`config.mk`:
```
export PLATFORM = sky130hd
export DESIGN_NAME = spi_master_shift_engine
export DESIGN_NICKNAME = d
export VERILOG_FILES = /design/src/hw/rtl/spi_pkg.sv /design/src/hw/rtl/spi_master_shift_engine.sv
export SDC_FILE = /design/constraint.sdc
export NUM_CORES = 1
export LEC_CHECK = 0
export ABC_AREA = 1
export ABC_CLOCK_PERIOD_IN_PS = 2100
export BUFFER_PORTS_ARGS = -buffer_cell sky130_fd_sc_hd__buf_2
export CAP_MARGIN = 20
export CORE_MARGIN = 4
export CORE_UTILIZATION = 25
export DETAILED_ROUTE_END_ITERATION = 8
export PLACE_DENSITY = 0.39
export SYNTH_ARGS = -nofsm -noshare
export SYNTH_HDL_FRONTEND = slang
export SYNTH_SLANG_ARGS = --single-unit
```
`constraint.sdc`:
```
create_clock -name aclk -period 2.1 [get_ports aclk]
set_clock_uncertainty 0.2 [all_clocks]
set_input_delay 0.315 -clock aclk [delete_from_list [all_inputs] [get_ports aclk]]
set_output_delay 0.315 -clock aclk [all_outputs]
set_load 0.03 [all_outputs]
```
`src/hw/rtl/spi_pkg.sv`:
```
// Package for the SPI master shift engine.
// Holds field widths, stream packing widths and configuration register indexes.
// No dependencies.
`default_nettype none

package spi_pkg;

    localparam int unsigned TxWidth     = 8;
    localparam int unsigned RxWidth     = 8;
    localparam int unsigned HalfWidth   = 16;
    localparam int unsigned BitCntWidth = 4;
    localparam int unsigned BitsPerByte = 8;

    localparam int unsigned InDataWidth  = 16;
    localparam int unsigned OutDataWidth = 16;

    localparam int unsigned CfgAddrWidth = 2;
    localparam int unsigned CfgDataWidth = 16;

    typedef enum logic [CfgAddrWidth-1:0] {
        CFG_CLOCK_POLARITY = 2'd0,
        CFG_LATE_PHASE     = 2'd1,
        CFG_HALF_PERIOD    = 2'd2,
        CFG_SELECT_ENABLE  = 2'd3
    } cfg_index_t;

endpackage

`default_nettype wire

```
`src/hw/rtl/spi_master_shift_engine.sv`:
```
// SPI master shift engine: one input transaction per tick, one result per tick.
// Each result is registered; throughput: 1 transaction per cycle while m_tready
// is high, the output register drains while the next transaction is taken.
// Synchronous active-low reset: idle, select high, SCK at idle level,
// configuration at polarity 0, early phase, half period 0, select enabled.
// Depends on spi_pkg.
`default_nettype none

module spi_master_shift_engine (
    input  wire logic                                 aclk,
    input  wire logic                                 aresetn,
    // configuration write port
    input  wire logic                                 cfg_wr_en,
    input  wire logic [spi_pkg::CfgAddrWidth-1:0]     cfg_addr,
    input  wire logic [spi_pkg::CfgDataWidth-1:0]     cfg_wdata,
    // input stream
    input  wire logic                                 s_tvalid,
    output logic                                      s_tready,
    // s_tdata from bit 0: start_req, tx_byte[7:0], drive_mosi, release_select, miso
    input  wire logic [spi_pkg::InDataWidth-1:0]      s_tdata,
    // result stream
    output logic                                      m_tvalid,
    input  wire logic                                 m_tready,
    // m_tdata from bit 0: sck, mosi, select_n, rx_byte[7:0], rx_valid, busy_res
    output logic [spi_pkg::OutDataWidth-1:0]          m_tdata
);
    import spi_pkg::*;

    // configuration
    logic                 clock_polarity_reg;
    logic                 late_phase_reg;
    logic [HalfWidth-1:0] half_period_reg;
    logic                 select_enable_reg;

    // engine state
    logic [HalfWidth-1:0]   tick_count_reg,  tick_count_next;
    logic [BitCntWidth-1:0] bit_count_reg,   bit_count_next;
    logic                   second_half_reg, second_half_next;
    logic [TxWidth-1:0]     out_shift_reg,   out_shift_next;
    logic [RxWidth-1:0]     in_shift_reg,    in_shift_next;
    logic                   active_reg,      active_next;
    logic                   sck_reg,         sck_next;
    logic                   mosi_reg,        mosi_next;
    logic                   select_reg,      select_next;
    logic                   release_reg,     release_next;
    logic                   drive_reg,       drive_next;
    logic                   rx_valid_next;

    logic                    m_tvalid_reg;
    logic [OutDataWidth-1:0] m_tdata_reg, m_tdata_next;

    logic               in_start;
    logic [TxWidth-1:0] in_tx;
    logic               in_drive;
    logic               in_release;
    logic               in_miso;
    logic               s_accept;

    assign in_start   = s_tdata[0];
    assign in_tx      = s_tdata[TxWidth:1];
    assign in_drive   = s_tdata[TxWidth+1];
    assign in_release = s_tdata[TxWidth+2];
    assign in_miso    = s_tdata[TxWidth+3];

    assign s_tready = !m_tvalid_reg || m_tready;
    assign s_accept = s_tvalid && s_tready;
    assign m_tvalid = m_tvalid_reg;
    assign m_tdata  = m_tdata_reg;

    always_ff @(posedge aclk) begin
        if (!aresetn) begin
            clock_polarity_reg <= 1'b0;
            late_phase_reg     <= 1'b0;
            half_period_reg    <= '0;
            select_enable_reg  <= 1'b1;
        end else if (cfg_wr_en) begin
            unique case (cfg_index_t'(cfg_addr))
                CFG_CLOCK_POLARITY: clock_polarity_reg <= cfg_wdata[0];
                CFG_LATE_PHASE:     late_phase_reg     <= cfg_wdata[0];
                CFG_HALF_PERIOD:    half_period_reg    <= cfg_wdata[HalfWidth-1:0];
                CFG_SELECT_ENABLE:  select_enable_reg  <= cfg_wdata[0];
                default: ;
            endcase
        end
    end

    always_comb begin
        tick_count_next  = tick_count_reg;
        bit_count_next   = bit_count_reg;
        second_half_next = second_half_reg;
        out_shift_next   = out_shift_reg;
        in_shift_next    = in_shift_reg;
        active_next      = active_reg;
        sck_next         = sck_reg;
        mosi_next        = mosi_reg;
        select_next      = select_reg;
        release_next     = release_reg;
        drive_next       = drive_reg;
        rx_valid_next    = 1'b0;

        if (!active_reg) begin
            if (in_start) begin
                out_shift_next = in_tx;
                in_shift_next  = '0;
                drive_next     = in_drive;
                release_next   = in_release;
                if (select_enable_reg) begin
                    select_next = 1'b0;
                end
                bit_count_next = '0;
                active_next    = 1'b1;
                // leading edge of the first bit
                if (!late_phase_reg) begin
                    if (in_drive) begin
                        mosi_next = in_tx[TxWidth-1];
                    end
                    in_shift_next = {in_shift_next[RxWidth-2:0], in_miso};
                end
                sck_next         = 1'b1;
                second_half_next = 1'b0;
                tick_count_next  = '0;
            end
        end else if (tick_count_reg < half_period_reg) begin
            tick_count_next = tick_count_reg + HalfWidth'(1);
        end else begin
            tick_count_next = '0;
            if (!second_half_reg) begin
                // trailing edge
                if (late_phase_reg) begin
                    if (drive_reg) begin
                        mosi_next = out_shift_reg[TxWidth-1];
                    end
                    in_shift_next = {in_shift_reg[RxWidth-2:0], in_miso};
                end
                sck_next         = 1'b0;
                second_half_next = 1'b1;
            end else begin
                bit_count_next = bit_count_reg + BitCntWidth'(1);
                out_shift_next = {out_shift_reg[TxWidth-2:0], 1'b0};
                if (bit_count_next >= BitCntWidth'(BitsPerByte)) begin
                    rx_valid_next    = 1'b1;
                    active_next      = 1'b0;
                    second_half_next = 1'b0;
                    bit_count_next   = '0;
                    if (release_reg) begin
                        select_next = 1'b1;
                    end
                end else begin
                    // leading edge of the next bit
                    if (!late_phase_reg) begin
                        if (drive_reg) begin
                            mosi_next = out_shift_next[TxWidth-1];
                        end
                        in_shift_next = {in_shift_reg[RxWidth-2:0], in_miso};
                    end
                    sck_next         = 1'b1;
                    second_half_next = 1'b0;
                end
            end
        end
    end

    always_comb begin
        m_tdata_next = '0;
        m_tdata_next[0]                 = sck_next ^ clock_polarity_reg;
        m_tdata_next[1]                 = mosi_next;
        m_tdata_next[2]                 = select_next;
        m_tdata_next[RxWidth+2:3]       = in_shift_next;
        m_tdata_next[RxWidth+3]         = rx_valid_next;
        m_tdata_next[RxWidth+4]         = active_next;
    end

    always_ff @(posedge aclk) begin
        if (!aresetn) begin
            tick_count_reg  <= '0;
            bit_count_reg   <= '0;
            second_half_reg <= 1'b0;
            out_shift_reg   <= '0;
            in_shift_reg    <= '0;
            active_reg      <= 1'b0;
            sck_reg         <= 1'b0;
            mosi_reg        <= 1'b0;
            select_reg      <= 1'b1;
            release_reg     <= 1'b0;
            drive_reg       <= 1'b0;
            m_tvalid_reg    <= 1'b0;
        end else begin
            if (s_accept) begin
                tick_count_reg  <= tick_count_next;
                bit_count_reg   <= bit_count_next;
                second_half_reg <= second_half_next;
                out_shift_reg   <= out_shift_next;
                in_shift_reg    <= in_shift_next;
                active_reg      <= active_next;
                sck_reg         <= sck_next;
                mosi_reg        <= mosi_next;
                select_reg      <= select_next;
                release_reg     <= release_next;
                drive_reg       <= drive_next;
                m_tvalid_reg    <= 1'b1;
            end else if (m_tready) begin
                m_tvalid_reg <= 1'b0;
            end
        end
    end

    // hold the result until the next transaction is accepted
    always_ff @(posedge aclk) begin
        if (s_accept) begin
            m_tdata_reg <= m_tdata_next;
        end
    end

`ifndef ASSERT_OFF
    a_bit_count_range: assert property (@(posedge aclk) disable iff (!aresetn)
        bit_count_reg <= BitCntWidth'(BitsPerByte))
        else $error("bit counter beyond one byte");

    a_idle_counters_clear: assert property (@(posedge aclk) disable iff (!aresetn)
        !active_reg |-> (tick_count_reg == '0) && (bit_count_reg == '0) && !second_half_reg)
        else $error("counters not cleared while idle");

    a_idle_stays_idle: assert property (@(posedge aclk) disable iff (!aresetn)
        s_accept && !active_reg && !in_start |=> !active_reg && $stable(select_reg))
        else $error("engine left idle without a start request");

    a_done_flag_idle: assert property (@(posedge aclk) disable iff (!aresetn)
        s_accept && rx_valid_next |=> !active_reg && !sck_reg && m_tvalid_reg)
        else $error("byte completion left engine active");
`endif

endmodule

`default_nettype wire
```
==> results_dict.tcl <==
set metrics [dict create \
    post-route-period-util_pct 98.9 \
    fp.dieArea_um2 18200 \
    met1Wirelength_um 4990 \
    power_frac_comb_pct 18.9 \
    crit_path_max_fanout 6 \
    cts_max_path_buffers 2 \
    critPathLaunchType "register" \
    finalHoldViolCount 0 \
    p_leak_nw 2.44 \
    vias 3817 \
    critical_path_class "reg2reg" \
    power_density_nw_per_um2 695 \
    clkTransAtPathRegs_ns 0.06 \
    dp_hpwl_um 7990 \
    setup_viol 0 \
    finalPower_mw 3.92 \
    antenna_found_initial 0 \
    cts_tree "built" \
    post_drt_wl_per_cell_um 12.6 \
    clock_latency_ns 0.34 \
    yosysTopAreaCell "dfxtp_1" \
    rr_worst_depth 11 \
    hold_end "drive_reg" \
    rr_endpoint "m_tdata[8]" \
    totalWireLength_um 11000 \
    start_util_pct 25.4 \
    ys_seq_elements 76 \
    status "finished clean" \
    drt_iter0_drc 123 \
    cts_sinks 76 \
    drive_gt1_share_pct 32.1 \
    worstHoldStart "s_tdata[9]" \
    grt_pass1_vias 3742 \
    synth_area_um2 4020 \
    route.met2.wl_um 5340 \
    firstDrtPassIters 6 \
    rows 46 \
    die_w_um 135 \
    tns_ns 0 \
    ant_nets 0 \
    diodes 0 \
    multi_input_area_um2 2310 \
    r2r_start "half_period_reg[13]" \
    io_pins 57 \
    highest_layer "met4" \
    grt_pass1_wl_um 17900 \
    cts_buffers 9 \
    holdPathStages 3 \
    via_per_inst 4.39 \
    crit_path_end_kind "register" \
    p_sw_mw 1.08 \
    numPortBuffers 49 \
    fillers 1670 \
    ys_top_cells_by_area "dfxtp_1 31%, edfxtp_1 9.7%, nand2_1 9.6%" \
    fp.coreArea_um2 15800 \
    cp-startpoint "half_period_reg[13]" \
    r2r_setup_slack_ns 0.02 \
    rsz0062_at_grt "true" \
    critPathArrivalTime_ns 1.97 \
    overflow 0 \
    nets 706 \
    swShare_pct 27.6 \
    cts_root_buf "clkbuf_16" \
    area_delta_synth_final_pct 40.3 \
    synth_cell_types 40 \
    grt.total_usage_pct 12.5 \
    internal-power_mw 2.84 \
    synth.avg_cell_area_um2 7.37 \
    final_core_util_pct 35.6 \
    met3_length_um 355 \
    regArea_um2 1660 \
    die_h_um 135 \
    min_period_ns 2.08 \
    place.gp.congestion 0.786 \
    fmax_mhz 481 \
    clockPowerShare_pct 40.1 \
    final_max_slew_viol_count 0 \
    drc 0 \
    synth_cells 545 \
    hold_path.class "in2reg" \
    max-cap-violations 0 \
    critPathRequiredTime_ns 1.99 \
    peakVddDrop_mv 0.380 \
    synth_top_area_share_pct 31.4 \
    sequentialPowerShare_pct 41.0 \
    cts_max_level 3 \
    grt_max_degree 32 \
    ys_warn_count 0 \
    ys_seq_area_share_pct 41.1 \
    hold_slack_ns 0.0395 \
]
==> per-layer routing <==
layer	vias up	GRT usage (%)
met5	-	0
met4	0	5.83
met3	17	2.38
met2	53	21.2
met1	1738	15.3
li1	2009	-
==> how the worst max path moves through the flow <==
stage | cells after the start | endpoint
4_1_cts | 10 | m_tdata[10]
3_3_place_gp | 10 | m_tdata[6]
3_5_place_dp | 9 | m_tdata[3]
6_report | 11 | m_tdata[8]
2_1_floorplan | 10 | m_tdata[9]
5_1_grt | 14 | m_tdata[0]
==> synth_stat cells, drive strengths merged <==
cell type,number
clkbuf,9
conb,1
a31o,1
xnor2,2
xor2,6
clkinv,2
a21oi,38
a31oi,4
dfxtp,63
o21ai,60
o221ai,1
buf,12
mux2i,2
nand4,9
nor4,4
a21boi,1
nand3,39
inv,73
nand2,111
nor2,60
ha,17
a41oi,1
nor3,9
and3,2
nor3b,1
o211ai,4
edfxtp,13
==> power by group through the flow <==
| stage | clock network, mW | logic, mW | registers, mW |
|---|---|---|---|
| after floorplan | 0 | 0.366 | 1.66 |
| after global placement | 0 | 0.602 | 1.63 |
| after detailed placement | 0 | 0.611 | 1.64 |
| after CTS | 1.63 | 0.662 | 1.60 |
| after global routing | 1.67 | 0.826 | 1.62 |
| final | 1.57 | 0.741 | 1.61 |
==> cell families after synthesis <==
logic type,share of synthesized area (%)
AOI/OAI and AO/OA,14.4
xor gates and xnor gates,1.74
adders and majority gates,5.29
buffers and inverters,9.87
DFF,41.1
muxes,0.498
other,0.0933
and+or+nand+nor,27.0
==> through the flow <==
step | instances | area, um^2 | worst slack, ns
6_report | 870 | 5640 | 0.0228
5_1_grt | 870 | 5640 | -0.0963
4_1_cts | 864 | 5300 | -0.00271
3_5_place_dp | 844 | 4840 | -0.106
3_3_place_gp | 844 | 4840 | -0.0786
2_1_floorplan | 547 | 4030 | 0.106
==> area by class of cell <==
class	count	share of cell area, %
clock buffers	13	4.62
clock inverters	2	0.622
inverters	75	5.08
multi-input cells	376	40.9
flip-flops and latches	76	29.5
well taps	216	4.79
repair buffers	112	14.5
==> timing repair <==
item                       4_1_cts  5_1_grt
resized for setup               19       69
buffers inserted                 2        6
pin swaps                       12       25
hold buffers                     1        0
hold endpoints to repair         1        0
cloned                           2        1
setup endpoints to repair       29       54
==> critical path: stages, from the launching register on <==
cell and delay, ns:
dfxtp_1 0.32, inv_2 0.05, ha_4 0.26, nand4_1 0.17, a21oi_2 0.21, nor2_4 0.07, buf_12 0.14, nand2_8 0.09
nand2_8 0.08, buf_6 0.13, nand3_1 0.06, nand2_1 0.05
==> cell usage in the layout (no fill, tap or decap), types with 7 or more instances in the layout <==
cell type / netlist / layout
o21ai_0: 53 / 48
edfxtp_1: 13 / 13
dfxtp_1: 63 / 53
nand4_1: 9 / 9
nand2_2: 7 / 10
clkbuf_16: 0 / 10
nor2_1: 55 / 51
buf_4: 4 / 52
ha_1: 17 / 7
nand3_1: 37 / 27
inv_1: 70 / 59
inv_2: 2 / 12
ha_4: 0 / 10
nand3_2: 0 / 10
dfxtp_2: 0 / 10
nand2_1: 103 / 93
o21ai_1: 7 / 11
buf_2: 3 / 49
a21oi_1: 38 / 33
Note: power is estimated with default switching activity, not from simulation.
